$ cat src/hdl/cpsp_pkg.sv
// ----------------------------------------------------------------------------
// cpsp_pkg
// Shared widths, defaults and control types of the cascaded position / speed
// PID unit.
// ----------------------------------------------------------------------------
`default_nettype none

package cpsp_pkg;

	localparam int ENCODER_COUNTS_DEF = 8192;
	localparam logic [31:0] SPEED_KD_DEF = 32'd0;
	localparam int FRAC_BITS_DEF = 16;

	// Multiplier operands: unsigned 32-bit gain with a sign bit added, and a
	// signed error term of up to 22 bits.
	localparam int MUL_A_W = 33;
	localparam int MUL_B_W = 22;
	localparam int PROD_W = MUL_A_W + MUL_B_W;
	localparam int ACC_W = PROD_W + 2;
	localparam int LIM_W = 15;

	typedef enum logic [2:0] {
		ACC_HOLD,
		ACC_LOAD_PROD,
		ACC_ADD_PROD,
		ACC_ADD_EXT,
		ACC_CLAMP
	} acc_op_t;

	typedef struct packed {
		logic    mul_en;
		acc_op_t acc_op;
	} mac_ctl_t;

endpackage

`default_nettype wire

$ cat src/hdl/cpsp_mac.sv
// ----------------------------------------------------------------------------
// cpsp_mac
// Shared multiply-accumulate unit: registered multiplier, accumulator adder
// and symmetric clamp against a limit scaled to the fixed-point format.
// ----------------------------------------------------------------------------
`default_nettype none

module cpsp_mac
	import cpsp_pkg::*;
#(
	parameter int FRAC_BITS = FRAC_BITS_DEF
) (
	input  wire logic                      clk,
	input  wire logic                      arst_n,
	input  wire mac_ctl_t                  ctl,
	input  wire logic signed [MUL_A_W-1:0] mul_a,
	input  wire logic signed [MUL_B_W-1:0] mul_b,
	input  wire logic signed [ACC_W-1:0]   ext,
	input  wire logic [LIM_W-1:0]          limit,
	output      logic signed [ACC_W-1:0]   acc
);

	logic signed [PROD_W-1:0] prod_s1;
	logic signed [ACC_W-1:0]  acc_q;
	logic signed [ACC_W-1:0]  prod_ext;
	logic signed [ACC_W-1:0]  add_opd;
	logic signed [ACC_W-1:0]  add_sum;
	logic signed [ACC_W-1:0]  lim_pos;
	logic signed [ACC_W-1:0]  lim_neg;
	logic signed [ACC_W-1:0]  clamped;

	assign prod_ext = ACC_W'(prod_s1);
	assign add_opd  = (ctl.acc_op == ACC_ADD_EXT) ? ext : prod_ext;
	assign add_sum  = acc_q + add_opd;

	assign lim_pos = signed'(ACC_W'(limit)) <<< FRAC_BITS;
	assign lim_neg = -lim_pos;

	always_comb begin
		if (acc_q > lim_pos) begin
			clamped = lim_pos;
		end else if (acc_q < lim_neg) begin
			clamped = lim_neg;
		end else begin
			clamped = acc_q;
		end
	end

	always_ff @(posedge clk) begin
		if (ctl.mul_en) begin
			prod_s1 <= mul_a * mul_b;
		end
	end

	always_ff @(posedge clk or negedge arst_n) begin
		if (!arst_n) begin
			acc_q <= '0;
		end else begin
			case (ctl.acc_op)
				ACC_HOLD:      acc_q <= acc_q;
				ACC_LOAD_PROD: acc_q <= prod_ext;
				ACC_ADD_PROD:  acc_q <= add_sum;
				ACC_ADD_EXT:   acc_q <= add_sum;
				ACC_CLAMP:     acc_q <= clamped;
				default:       acc_q <= acc_q;
			endcase
		end
	end

	assign acc = acc_q;

endmodule

`default_nettype wire

$ cat src/hdl/cascade_position_speed_pid_unit.sv
// ----------------------------------------------------------------------------
// cascade_position_speed_pid_unit
// Cascaded position / speed PID: wrapped angle error into a positional PID
// giving a speed setpoint, then an incremental speed PID into a clamped drive
// accumulator. One shared multiply-accumulate unit under a step sequencer.
// ----------------------------------------------------------------------------
//
//  channel  | handshake          | payload
//  ---------+--------------------+----------------------------------------------
//  in       | in_valid/in_ready  | op, angle_ref, angle, speed_ref, speed
//  out      | out_valid/out_ready| drive, speed_setpoint
//  cfg      | cfg_we             | cfg_index, cfg_data (write only)
//
//  A cascade tick runs the position loop and then the speed loop; a
//  speed-only tick runs the speed loop alone. Both use the single multiplier,
//  which the sequencer steps through three products per loop plus add, clamp
//  and truncate steps, with an extra accumulate step in the speed loop.
//  in_ready is high only while the sequencer is idle.
//  The result sits in an output register; the sequencer holds in its final
//  step while that register is still full.
//  Reset clears all gains, limits, loop state and the output register.
// ----------------------------------------------------------------------------
`default_nettype none

module cascade_position_speed_pid_unit
	import cpsp_pkg::*;
#(
	parameter int          ENCODER_COUNTS = ENCODER_COUNTS_DEF,
	parameter logic [31:0] SPEED_KD       = SPEED_KD_DEF,
	parameter int          FRAC_BITS      = FRAC_BITS_DEF
) (
	input  wire logic               clk,
	input  wire logic               arst_n,
	input  wire logic               in_valid,
	output      logic               in_ready,
	input  wire logic               op,
	input  wire logic [12:0]        angle_ref,
	input  wire logic [12:0]        angle,
	input  wire logic signed [15:0] speed_ref,
	input  wire logic signed [15:0] speed,
	output      logic               out_valid,
	input  wire logic               out_ready,
	output      logic signed [15:0] drive,
	output      logic signed [15:0] speed_setpoint,
	input  wire logic               cfg_we,
	input  wire logic [2:0]         cfg_index,
	input  wire logic [31:0]        cfg_data
);

	localparam int ERR_EXT_W = 18;
	localparam logic signed [ERR_EXT_W-1:0] HALF_TURN = ERR_EXT_W'(ENCODER_COUNTS / 2);
	localparam logic signed [ERR_EXT_W-1:0] FULL_TURN = ERR_EXT_W'(ENCODER_COUNTS);
	localparam logic signed [ACC_W-1:0] FRAC_MASK = ACC_W'((64'd1 << FRAC_BITS) - 64'd1);

	localparam logic [2:0] REG_POS_KP        = 3'd0;
	localparam logic [2:0] REG_POS_KI        = 3'd1;
	localparam logic [2:0] REG_POS_KD        = 3'd2;
	localparam logic [2:0] REG_POS_SUM_LIMIT = 3'd3;
	localparam logic [2:0] REG_POS_OUT_LIMIT = 3'd4;
	localparam logic [2:0] REG_SPD_KP        = 3'd5;
	localparam logic [2:0] REG_SPD_KI        = 3'd6;
	localparam logic [2:0] REG_DRIVE_LIMIT   = 3'd7;

	typedef enum logic [3:0] {
		ST_IDLE,
		ST_WRAP,
		ST_PM1,
		ST_PM2,
		ST_PM3,
		ST_PADD,
		ST_PCLMP,
		ST_PSETP,
		ST_SERR,
		ST_SM1,
		ST_SM2,
		ST_SM3,
		ST_SADD,
		ST_SACC,
		ST_SCLMP,
		ST_DONE
	} state_t;

	state_t state_q;

	// configuration
	logic [31:0] pos_kp_q;
	logic [31:0] pos_ki_q;
	logic [31:0] pos_kd_q;
	logic [19:0] pos_sum_limit_q;
	logic [14:0] pos_out_limit_q;
	logic [31:0] spd_kp_q;
	logic [31:0] spd_ki_q;
	logic [14:0] drive_limit_q;

	// latched item
	logic               op_q;
	logic [12:0]        angle_ref_q;
	logic [12:0]        angle_q;
	logic signed [15:0] speed_ref_q;
	logic signed [15:0] speed_q;

	// loop state
	logic signed [13:0]         pos_error_q;
	logic signed [13:0]         pos_prev_error_q;
	logic signed [20:0]         pos_error_sum_q;
	logic signed [16:0]         spd_error_q;
	logic signed [16:0]         spd_prev_error_q;
	logic signed [16:0]         spd_prev2_error_q;
	logic signed [FRAC_BITS+17:0] drive_accum_q;
	logic signed [15:0]         setpoint_q;

	// output register
	logic               out_valid_q;
	logic signed [15:0] out_drive_q;
	logic signed [15:0] out_setpoint_q;

	// datapath
	logic signed [ERR_EXT_W-1:0] ang_diff;
	logic signed [ERR_EXT_W-1:0] ang_wrap;
	logic signed [21:0]          sum_next;
	logic signed [21:0]          sum_lim;
	logic signed [21:0]          sum_clamped;
	logic signed [14:0]          pos_diff;
	logic signed [17:0]          spd_diff;
	logic signed [18:0]          spd_diff2;
	logic signed [16:0]          spd_err_next;
	logic signed [ACC_W-1:0]     acc;
	logic signed [ACC_W-1:0]     acc_rnd;
	logic signed [ACC_W-1:0]     acc_trunc;
	logic signed [15:0]          trunc16;

	mac_ctl_t                    mac_ctl;
	logic signed [MUL_A_W-1:0]   mul_a;
	logic signed [MUL_B_W-1:0]   mul_b;
	logic [LIM_W-1:0]            mac_limit;
	logic signed [ACC_W-1:0]     mac_ext;

	logic in_xfer;
	logic out_load;

	assign in_xfer  = in_valid && in_ready;
	assign in_ready = (state_q == ST_IDLE);
	assign out_load = (state_q == ST_DONE) && (!out_valid_q || out_ready);

	// angle error wrapped into half a turn
	assign ang_diff = signed'(ERR_EXT_W'(angle_ref_q)) - signed'(ERR_EXT_W'(angle_q));
	always_comb begin
		if (ang_diff > HALF_TURN) begin
			ang_wrap = ang_diff - FULL_TURN;
		end else if (ang_diff < -HALF_TURN) begin
			ang_wrap = ang_diff + FULL_TURN;
		end else begin
			ang_wrap = ang_diff;
		end
	end

	assign sum_next = 22'(pos_error_sum_q) + 22'(signed'(ang_wrap[13:0]));
	assign sum_lim  = signed'({2'b00, pos_sum_limit_q});
	always_comb begin
		if (sum_next > sum_lim) begin
			sum_clamped = sum_lim;
		end else if (sum_next < -sum_lim) begin
			sum_clamped = -sum_lim;
		end else begin
			sum_clamped = sum_next;
		end
	end

	assign pos_diff  = 15'(pos_error_q) - 15'(pos_prev_error_q);
	assign spd_diff  = 18'(spd_error_q) - 18'(spd_prev_error_q);
	assign spd_diff2 = 19'(spd_error_q) - (19'(spd_prev_error_q) <<< 1)
		+ 19'(spd_prev2_error_q);
	assign spd_err_next = op_q ? (17'(setpoint_q) - 17'(speed_q))
		: (17'(speed_ref_q) - 17'(speed_q));

	// truncate toward zero: bias negative values before the shift
	assign acc_rnd   = acc[ACC_W-1] ? (acc + FRAC_MASK) : acc;
	assign acc_trunc = acc_rnd >>> FRAC_BITS;
	assign trunc16   = acc_trunc[15:0];

	// operand selection for the shared unit
	always_comb begin
		mac_ctl.mul_en = 1'b0;
		mac_ctl.acc_op = ACC_HOLD;
		mul_a          = '0;
		mul_b          = '0;
		mac_limit      = drive_limit_q;
		mac_ext        = ACC_W'(drive_accum_q);
		case (state_q)
			ST_PM1: begin
				mac_ctl.mul_en = 1'b1;
				mul_a          = signed'({1'b0, pos_kp_q});
				mul_b          = MUL_B_W'(pos_error_q);
			end
			ST_PM2: begin
				mac_ctl.mul_en = 1'b1;
				mac_ctl.acc_op = ACC_LOAD_PROD;
				mul_a          = signed'({1'b0, pos_ki_q});
				mul_b          = MUL_B_W'(pos_error_sum_q);
			end
			ST_PM3: begin
				mac_ctl.mul_en = 1'b1;
				mac_ctl.acc_op = ACC_ADD_PROD;
				mul_a          = signed'({1'b0, pos_kd_q});
				mul_b          = MUL_B_W'(pos_diff);
			end
			ST_PADD: begin
				mac_ctl.acc_op = ACC_ADD_PROD;
			end
			ST_PCLMP: begin
				mac_ctl.acc_op = ACC_CLAMP;
				mac_limit      = pos_out_limit_q;
			end
			ST_SM1: begin
				mac_ctl.mul_en = 1'b1;
				mul_a          = signed'({1'b0, spd_kp_q});
				mul_b          = MUL_B_W'(spd_diff);
			end
			ST_SM2: begin
				mac_ctl.mul_en = 1'b1;
				mac_ctl.acc_op = ACC_LOAD_PROD;
				mul_a          = signed'({1'b0, spd_ki_q});
				mul_b          = MUL_B_W'(spd_error_q);
			end
			ST_SM3: begin
				mac_ctl.mul_en = 1'b1;
				mac_ctl.acc_op = ACC_ADD_PROD;
				mul_a          = signed'({1'b0, SPEED_KD});
				mul_b          = MUL_B_W'(spd_diff2);
			end
			ST_SADD: begin
				mac_ctl.acc_op = ACC_ADD_PROD;
			end
			ST_SACC: begin
				mac_ctl.acc_op = ACC_ADD_EXT;
			end
			ST_SCLMP: begin
				mac_ctl.acc_op = ACC_CLAMP;
			end
			default: begin
				mac_ctl.acc_op = ACC_HOLD;
			end
		endcase
	end

	cpsp_mac #(
		.FRAC_BITS(FRAC_BITS)
	) u_mac (
		.clk    (clk),
		.arst_n (arst_n),
		.ctl    (mac_ctl),
		.mul_a  (mul_a),
		.mul_b  (mul_b),
		.ext    (mac_ext),
		.limit  (mac_limit),
		.acc    (acc)
	);

	// configuration writes
	always_ff @(posedge clk or negedge arst_n) begin
		if (!arst_n) begin
			pos_kp_q        <= '0;
			pos_ki_q        <= '0;
			pos_kd_q        <= '0;
			pos_sum_limit_q <= '0;
			pos_out_limit_q <= '0;
			spd_kp_q        <= '0;
			spd_ki_q        <= '0;
			drive_limit_q   <= '0;
		end else if (cfg_we) begin
			case (cfg_index)
				REG_POS_KP:        pos_kp_q        <= cfg_data;
				REG_POS_KI:        pos_ki_q        <= cfg_data;
				REG_POS_KD:        pos_kd_q        <= cfg_data;
				REG_POS_SUM_LIMIT: pos_sum_limit_q <= cfg_data[19:0];
				REG_POS_OUT_LIMIT: pos_out_limit_q <= cfg_data[14:0];
				REG_SPD_KP:        spd_kp_q        <= cfg_data;
				REG_SPD_KI:        spd_ki_q        <= cfg_data;
				REG_DRIVE_LIMIT:   drive_limit_q   <= cfg_data[14:0];
				default:           pos_kp_q        <= pos_kp_q;
			endcase
		end
	end

	// item latch
	always_ff @(posedge clk) begin
		if (in_xfer) begin
			op_q        <= op;
			angle_ref_q <= angle_ref;
			angle_q     <= angle;
			speed_ref_q <= speed_ref;
			speed_q     <= speed;
		end
	end

	// sequencer and loop state
	always_ff @(posedge clk or negedge arst_n) begin
		if (!arst_n) begin
			state_q           <= ST_IDLE;
			pos_error_q       <= '0;
			pos_prev_error_q  <= '0;
			pos_error_sum_q   <= '0;
			spd_error_q       <= '0;
			spd_prev_error_q  <= '0;
			spd_prev2_error_q <= '0;
			drive_accum_q     <= '0;
			setpoint_q        <= '0;
			out_valid_q       <= 1'b0;
			out_drive_q       <= '0;
			out_setpoint_q    <= '0;
		end else begin
			if (out_valid_q && out_ready && !out_load) begin
				out_valid_q <= 1'b0;
			end
			case (state_q)
				ST_IDLE: begin
					if (in_xfer) begin
						spd_prev2_error_q <= spd_prev_error_q;
						spd_prev_error_q  <= spd_error_q;
						setpoint_q        <= '0;
						state_q           <= op ? ST_WRAP : ST_SERR;
					end
				end
				ST_WRAP: begin
					pos_prev_error_q <= pos_error_q;
					pos_error_q      <= ang_wrap[13:0];
					pos_error_sum_q  <= sum_clamped[20:0];
					state_q          <= ST_PM1;
				end
				ST_PM1:   state_q <= ST_PM2;
				ST_PM2:   state_q <= ST_PM3;
				ST_PM3:   state_q <= ST_PADD;
				ST_PADD:  state_q <= ST_PCLMP;
				ST_PCLMP: state_q <= ST_PSETP;
				ST_PSETP: begin
					setpoint_q <= trunc16;
					state_q    <= ST_SERR;
				end
				ST_SERR: begin
					spd_error_q <= spd_err_next;
					state_q     <= ST_SM1;
				end
				ST_SM1:   state_q <= ST_SM2;
				ST_SM2:   state_q <= ST_SM3;
				ST_SM3:   state_q <= ST_SADD;
				ST_SADD:  state_q <= ST_SACC;
				ST_SACC:  state_q <= ST_SCLMP;
				ST_SCLMP: state_q <= ST_DONE;
				ST_DONE: begin
					// hold until the output register is free
					if (out_load) begin
						drive_accum_q  <= acc[FRAC_BITS+17:0];
						out_valid_q    <= 1'b1;
						out_drive_q    <= trunc16;
						out_setpoint_q <= setpoint_q;
						state_q        <= ST_IDLE;
					end
				end
				default: state_q <= ST_IDLE;
			endcase
		end
	end

	assign out_valid      = out_valid_q;
	assign drive          = out_drive_q;
	assign speed_setpoint = out_setpoint_q;

	// assertions
	a_busy_after_xfer: assert property (@(posedge clk) disable iff (!arst_n)
		in_xfer |=> !in_ready)
		else $error("accepted a transfer while still working on the last one");

	a_no_result_overwrite: assert property (@(posedge clk) disable iff (!arst_n)
		(out_valid_q && !out_ready) |=> $stable(out_drive_q) && $stable(out_setpoint_q))
		else $error("result changed before it was taken");

	a_drive_in_limit: assert property (@(posedge clk) disable iff (!arst_n)
		out_load |=> ($signed({out_drive_q[15], out_drive_q}) <= $signed({2'b00, drive_limit_q}))
			&& ($signed({out_drive_q[15], out_drive_q}) >= -$signed({2'b00, drive_limit_q})))
		else $error("drive result outside the drive limit");

	a_speed_only_zero_setpoint: assert property (@(posedge clk) disable iff (!arst_n)
		(out_load && !op_q) |=> (out_setpoint_q == 16'sd0))
		else $error("speed-only tick gave a nonzero setpoint");

	a_outer_state_kept: assert property (@(posedge clk) disable iff (!arst_n)
		(state_q != ST_IDLE && !op_q) |=> $stable(pos_error_sum_q) && $stable(pos_error_q))
		else $error("speed-only tick changed the position loop state");

endmodule

`default_nettype wire

$ cat config.mk
export PLATFORM = sky130hd
export DESIGN_NAME = cascade_position_speed_pid_unit
export DESIGN_NICKNAME = d
export VERILOG_FILES = /design/src/hdl/cpsp_pkg.sv /design/src/hdl/cpsp_mac.sv /design/src/hdl/cascade_position_speed_pid_unit.sv
export SDC_FILE = /design/constraint.sdc
export NUM_CORES = 2
export LEC_CHECK = 0
export BUFFER_PORTS_ARGS = -buffer_cell sky130_fd_sc_hd__buf_4
export CORE_ASPECT_RATIO = 1.25
export CORE_UTILIZATION = 35
export DETAILED_ROUTE_END_ITERATION = 10
export HOLD_SLACK_MARGIN = 0.12
export PLACE_DENSITY_LB_ADDON = 0.15
export RECOVER_POWER = 100
export SETUP_SLACK_MARGIN = 0.3
export SLEW_MARGIN = 25
export SYNTH_ARGS = -nofsm -noshare
export SYNTH_HDL_FRONTEND = slang
export SYNTH_SLANG_ARGS = --single-unit
$ cat constraint.sdc
create_clock -name clk -period 30.6 [get_ports clk]
set_clock_uncertainty 0.05 [all_clocks]
set_input_delay 7.65 -clock clk [delete_from_list [all_inputs] [get_ports clk]]
set_output_delay 7.65 -clock clk [all_outputs]
set_load 0.05 [all_outputs]
[After elaboration in Yosys (flattened, before gate mapping)]
Cells that the tools add are included.
Word-level totals
  register bits: 568
  output and inout port bits: 34
  input bits: 99
Operators by class
  mux-type cells: 24
  reduce and logical (&&, ||, !) cells: 29
  $lt $le $gt $ge: 6
  $mul: 1
  equality and inequality tests: 29
  add/sub/neg operators: 14
Operators with widths (number)
  57-bit two-way mux: 3
  57-bit case mux with 3 select lines: 1
  32-bit case mux with 5 select lines: 1
  22-bit case mux with 6 select lines: 1
  4-bit case mux with 16 select lines: 1
  57-bit adder: 1
  57-bit by 32-bit > comparator with 1-bit output: 1
  57-bit < comparator: 1
  31-bit negation with 57-bit output: 1
  33-bit by 22-bit multiplier with 55-bit output: 1
  21-bit two-way mux: 2
  16-bit by 16-bit subtractor with 17-bit output: 2
  32-bit by 17-bit adder with 32-bit output, second input constant: 1
  4-bit equality test, second input constant: 8
  32-bit two-way mux: 1
  16-bit case mux with 2 select lines: 1
  14-bit two-way mux: 2
  2-bit AND reduction: 13
  21-bit by 14-bit adder with 22-bit output: 1
  22-bit by 21-bit > comparator with 1-bit output: 1
  22-bit < comparator: 1
  20-bit negation with 22-bit output: 1
  19-bit by 17-bit adder with 19-bit output: 1
  17-bit by 18-bit subtractor with 19-bit output: 1
  other kinds (32): 55

[Longest topological paths before layout]
  depth in word-level cells: 8
  gate-level depth with buffers: 43
  gate-level depth less buffers: 41

[Hierarchy]
From an unflattened synthesis, not the netlist that was laid out.
Second synthesis, totals
  cell total of the unflattened synthesis: 6313
  area total of the unflattened synthesis: 60803.3 sq um
By module, submodules not included
  cpsp_mac: cells an instance 3942, times used 1, area each 35430.2 sq um
  cascade_position_speed_pid_unit: cells an instance 2371, times used 1, area each 25373.1 sq um

[Worst setup path after synthesis]
OpenSTA, ideal clock, no wires.
  path type: reg2reg
  start: reg spd_error_q[2]
  end: reg u_mac.prod_s1[53] (data pin)
  arrival: 10261 ps
  path buffers: 1
  stages on the path, launching flop included: 38
  setup slack: 20029 ps
  clock period less this slack: 10571 ps
  cells stage by stage: dfrtp_1 -> inv_1 -> fa_1 -> inv_1 -> ha_1 -> a21oi_1 -> o21ai_0 -> a21oi_1 -> o21bai_1 -> a2111o_1 -> a41o_1 -> a2111oi_4 -> o21ai_0 -> a21oi_1 -> clkbuf_1 -> o21ai_0 -> fa_1 -> inv_1 -> [... 2 more ...] -> fa_1 -> fa_1 -> fa_1 -> inv_1 -> fa_1 -> inv_1 -> ha_1 -> a21o_1 -> a21o_1 -> a211o_1 -> a21oi_1 -> o21ai_1 -> or4_4 -> a31o_4 -> a31o_4 -> a211o_1 -> a311oi_2 -> xnor2_1
Between the ends
  word-level cells in the longest chain between the ends: 4
  elaborated cells between the ends (all ways): 5
  those cells by class: 3 x add/sub; 1 x mul; 1 x mux
Ends and longest elaborated chain
  start: declaration: RTL line cascade_position_speed_pid_unit.sv:106  | logic signed [16:0] spd_error_q;
  start signal: assignment: RTL line cascade_position_speed_pid_unit.sv:340  | spd_error_q <= spd_err_next;
  17-bit by 18-bit subtractor with 19-bit output: RTL line cascade_position_speed_pid_unit.sv:171  | assign spd_diff2 = 19'(spd_error_q) - (19'(spd_prev_error_q) <<< 1)
  19-bit by 17-bit adder with 19-bit output: RTL line cascade_position_speed_pid_unit.sv:172  | + 19'(spd_prev2_error_q);
  22-bit case mux with 6 select lines *: RTL line cascade_position_speed_pid_unit.sv:189  | case (state_q)
  33-bit by 22-bit multiplier with 55-bit output *: RTL line cpsp_mac.sv:51  | prod_s1 <= mul_a * mul_b;
  end signal: assignment: RTL line cpsp_mac.sv:51
  end: declaration: RTL line cpsp_mac.sv:23  | logic signed [PROD_W-1:0] prod_s1;
Mark *: on every way between the ends. The rest lies on a longest branch, timed or not.
A chain may end at the register's enable or synchronous reset.

==> impl_metrics.ini <==
[synthesis]
synth_warnings = 0
synthCells = 6122
ys.flop_type = dfrtp_1
syn_area_mm2 = 0.05758
yosys.cell_types.count = 82
synth_area_per_cell_um2 = 9.405
syn-num-nets = 7304
ys_seq_area_share_pct = 25.68
synth-seq-cells = 568
async_reset_ff_share_pct = 79.93
synth_edf_count = 114

[clock_tree]
cts-resized-gates = 0
clk_pin_slew_ns = 0.06
htree_levels = 3
cts_root_buf = clkbuf_16
cts_hold_buf = 0
tritoncts = done
clock_path_buffers = 3
clock_latency_ns = 0.69
postCtsSetupBuffers = 0
numCtsBuffers = 71
cts.sinks = 568

[grt]
grt.total_usage_pct = 21.76
antenna_found_initial = 3
gr-usage-met2_pct = 37.52
busiest_layer = met2
grt_pass1_vias = 46230
grt_pass1_wl_mm = 277.8
grt-ovfl-total = 0
grt_max_degree = 105
gr-usage-met3_pct = 2.691
met1_usage_pct = 28.40

[final_layout]
drive_above_1_share_pct = 10.23
nets = 7319
area_growth_syn_to_layout_pct = 9.929
final_common_cell = nand2_1
final_cell_mix = nand2_1, inv_1, fa_1, ha_1, dfrtp_1

[sta]
rsz0062_at_grt = no
max_freq_mhz = 59.54
slew_viol_final = 1194
setup_viol = 0
finalHoldViolations = 0
fin_crit_ns = 16.79
fin_tns_setup_ns = 0
relSlewSlack_pct = -298.0
period_share_pct = 54.88
tightest_slew_ns = 5.970

[outcome]
outcome = complete, but fails checks
violations = capacitance limit, slew limit

[worst_setup_path]
endpoint_kind = asynchronous set/reset pin
critical_path_required_ns = 30.64
critPathKind = input pin to asynchronous set/reset pin
crit_arrival_ns = 16.83
crit_fanout = 104
startpoint_type = input pin

[detailed_routing]
firstDrtPassIters = 5
vias = 43780
wl_per_cell_um = 21.21
ant_nets = 0
drt_iter0_drc = 2710
routed_wl_mm = 177.8
viasPerCell = 5.223
route.detailed.drc = 0

[hold_path]
min_path_type = flop to flop

[place]
gp_congestion = 0.8805
numPortBuffers = 132
dp_hpwl_mm = 133.2

[floorplanning]
chipHeight_um = 455.5
rows = 166
die_w_um = 364.8
die_area_mm2 = 0.1661
io_pins = 133
start_util_pct = 35.22
coreArea_mm2 = 0.1635

[flow_run]
cap_violations = 23
cells by family after synthesis:
| family | Yosys count | synth area share, % |
|---|---|---|
| muxes | 342 | 6.615 |
| and+or+nand+nor | 1692 | 13.30 |
| buffers and inverters | 1161 | 7.595 |
| xor gates and xnor gates | 215 | 3.271 |
| DFF | 568 | 25.68 |
| AOI/OAI and AO/OA | 1061 | 11.91 |
| adders and majority gates | 1083 | 31.63 |
per-layer routing:
layer	vias to the layer above	routed length, um
li1	20280	-
met1	22360	78040
met2	914	87720
met3	225	7379
met4	2	4600
met5	-	9
critical path, cell delays in order:
cell      delay (ns)
clkbuf_1        4.08
clkbuf_1        2.64
clkbuf_1        2.27
cell type report:
type	instances	area [um^2]
tap	2184	2733
fill	16520	100200
clock inverter	34	431.7
sequential	568	14780
timing repair buffer	235	1513
multi-input combinational	4393	38520
inverter	868	3258
clock buffer	98	2052
antenna	1	2.502
stage by stage:
step | setup slack [ns] | hold slack, ns | util [%] | cell area (um^2) | instances
2_1_floorplan | 20.03 | 0.3998 | - | 57580 | 6122
3_3_place_gp | 18.54 | 0.4126 | 37.41 | 61150 | 8248
3_5_place_dp | 18.54 | 0.4219 | 37.41 | 61160 | 8248
4_1_cts | 18.49 | 0.4352 | 38.93 | 63640 | 8380
5_1_grt | 11.82 | 0.4485 | 38.72 | 63290 | 8380
6_report | 13.81 | 0.4300 | 38.72 | 63290 | 8381
path summary, 6_finish.rpt:
path,from,end,slack [ns],cells after the start
worst max-delay path,arst_n,drive_accum_q[14],13.81,3
worst min-delay path,spd_prev2_error_q[12],spd_prev2_error_q[12],0.43,2
worst max register to register,state_q[2],u_mac.prod_s1[53],16.81,30
worst min register to register,spd_prev2_error_q[12],spd_prev2_error_q[12],0.43,2
max in group clk,state_q[2],u_mac.prod_s1[53],16.81,30
min in group asynchronous,arst_n,spd_ki_q[28],9.13,1
synthesized netlist by cell type, types with 10 or more instances:
library cell / count / share of area, %
nand2_1: 876 / 5.7
inv_1: 868 / 5.7
fa_1: 621 / 22
ha_1: 462 / 10
dfrtp_1: 454 / 20
mux2_2: 308 / 6.0
o21ai_0: 301 / 2.6
clkbuf_1: 273 / 1.8
nor2_1: 259 / 1.7
a21oi_1: 228 / 2.0
and2_1: 153 / 1.7
xnor2_1: 153 / 2.3
a21o_1: 129 / 1.7
edfxtp_1: 114 / 5.9
nand3_1: 88 / 0.76
a22oi_1: 70 / 0.91
xor2_1: 62 / 0.94
nor3_1: 59 / 0.51
nand4_1: 53 / 0.58
nand2b_1: 43 / 0.47
o21a_1: 40 / 0.52
nor2b_1: 39 / 0.42
o21bai_1: 39 / 0.51
mux2i_1: 34 / 0.59
a31oi_1: 32 / 0.35
a221oi_1: 29 / 0.44
and3_1: 26 / 0.28
nor4_1: 26 / 0.28
a211oi_1: 20 / 0.26
a21boi_0: 18 / 0.23
o211ai_1: 18 / 0.23
o31ai_1: 18 / 0.23
or3_1: 18 / 0.20
buf_2: 12 / 0.10
nor3b_1: 11 / 0.14
a221o_1: 10 / 0.17
and4_1: 10 / 0.15
registers in the layout (all words and copies together), names as in the netlist, 20 cells and up:
signal,count
pos_error_sum_q,21
pos_sum_limit_q,20
u_mac.prod_s1,55
spd_kp_q,32
u_mac.acc,57
pos_kp_q,32
drive_accum_q,34
pos_kd_q,32
pos_ki_q,32
spd_ki_q,32
Power is left out: the tool's default activity adds up to more than one toggle a clock period on the data nets, which glitch-free logic cannot reach.
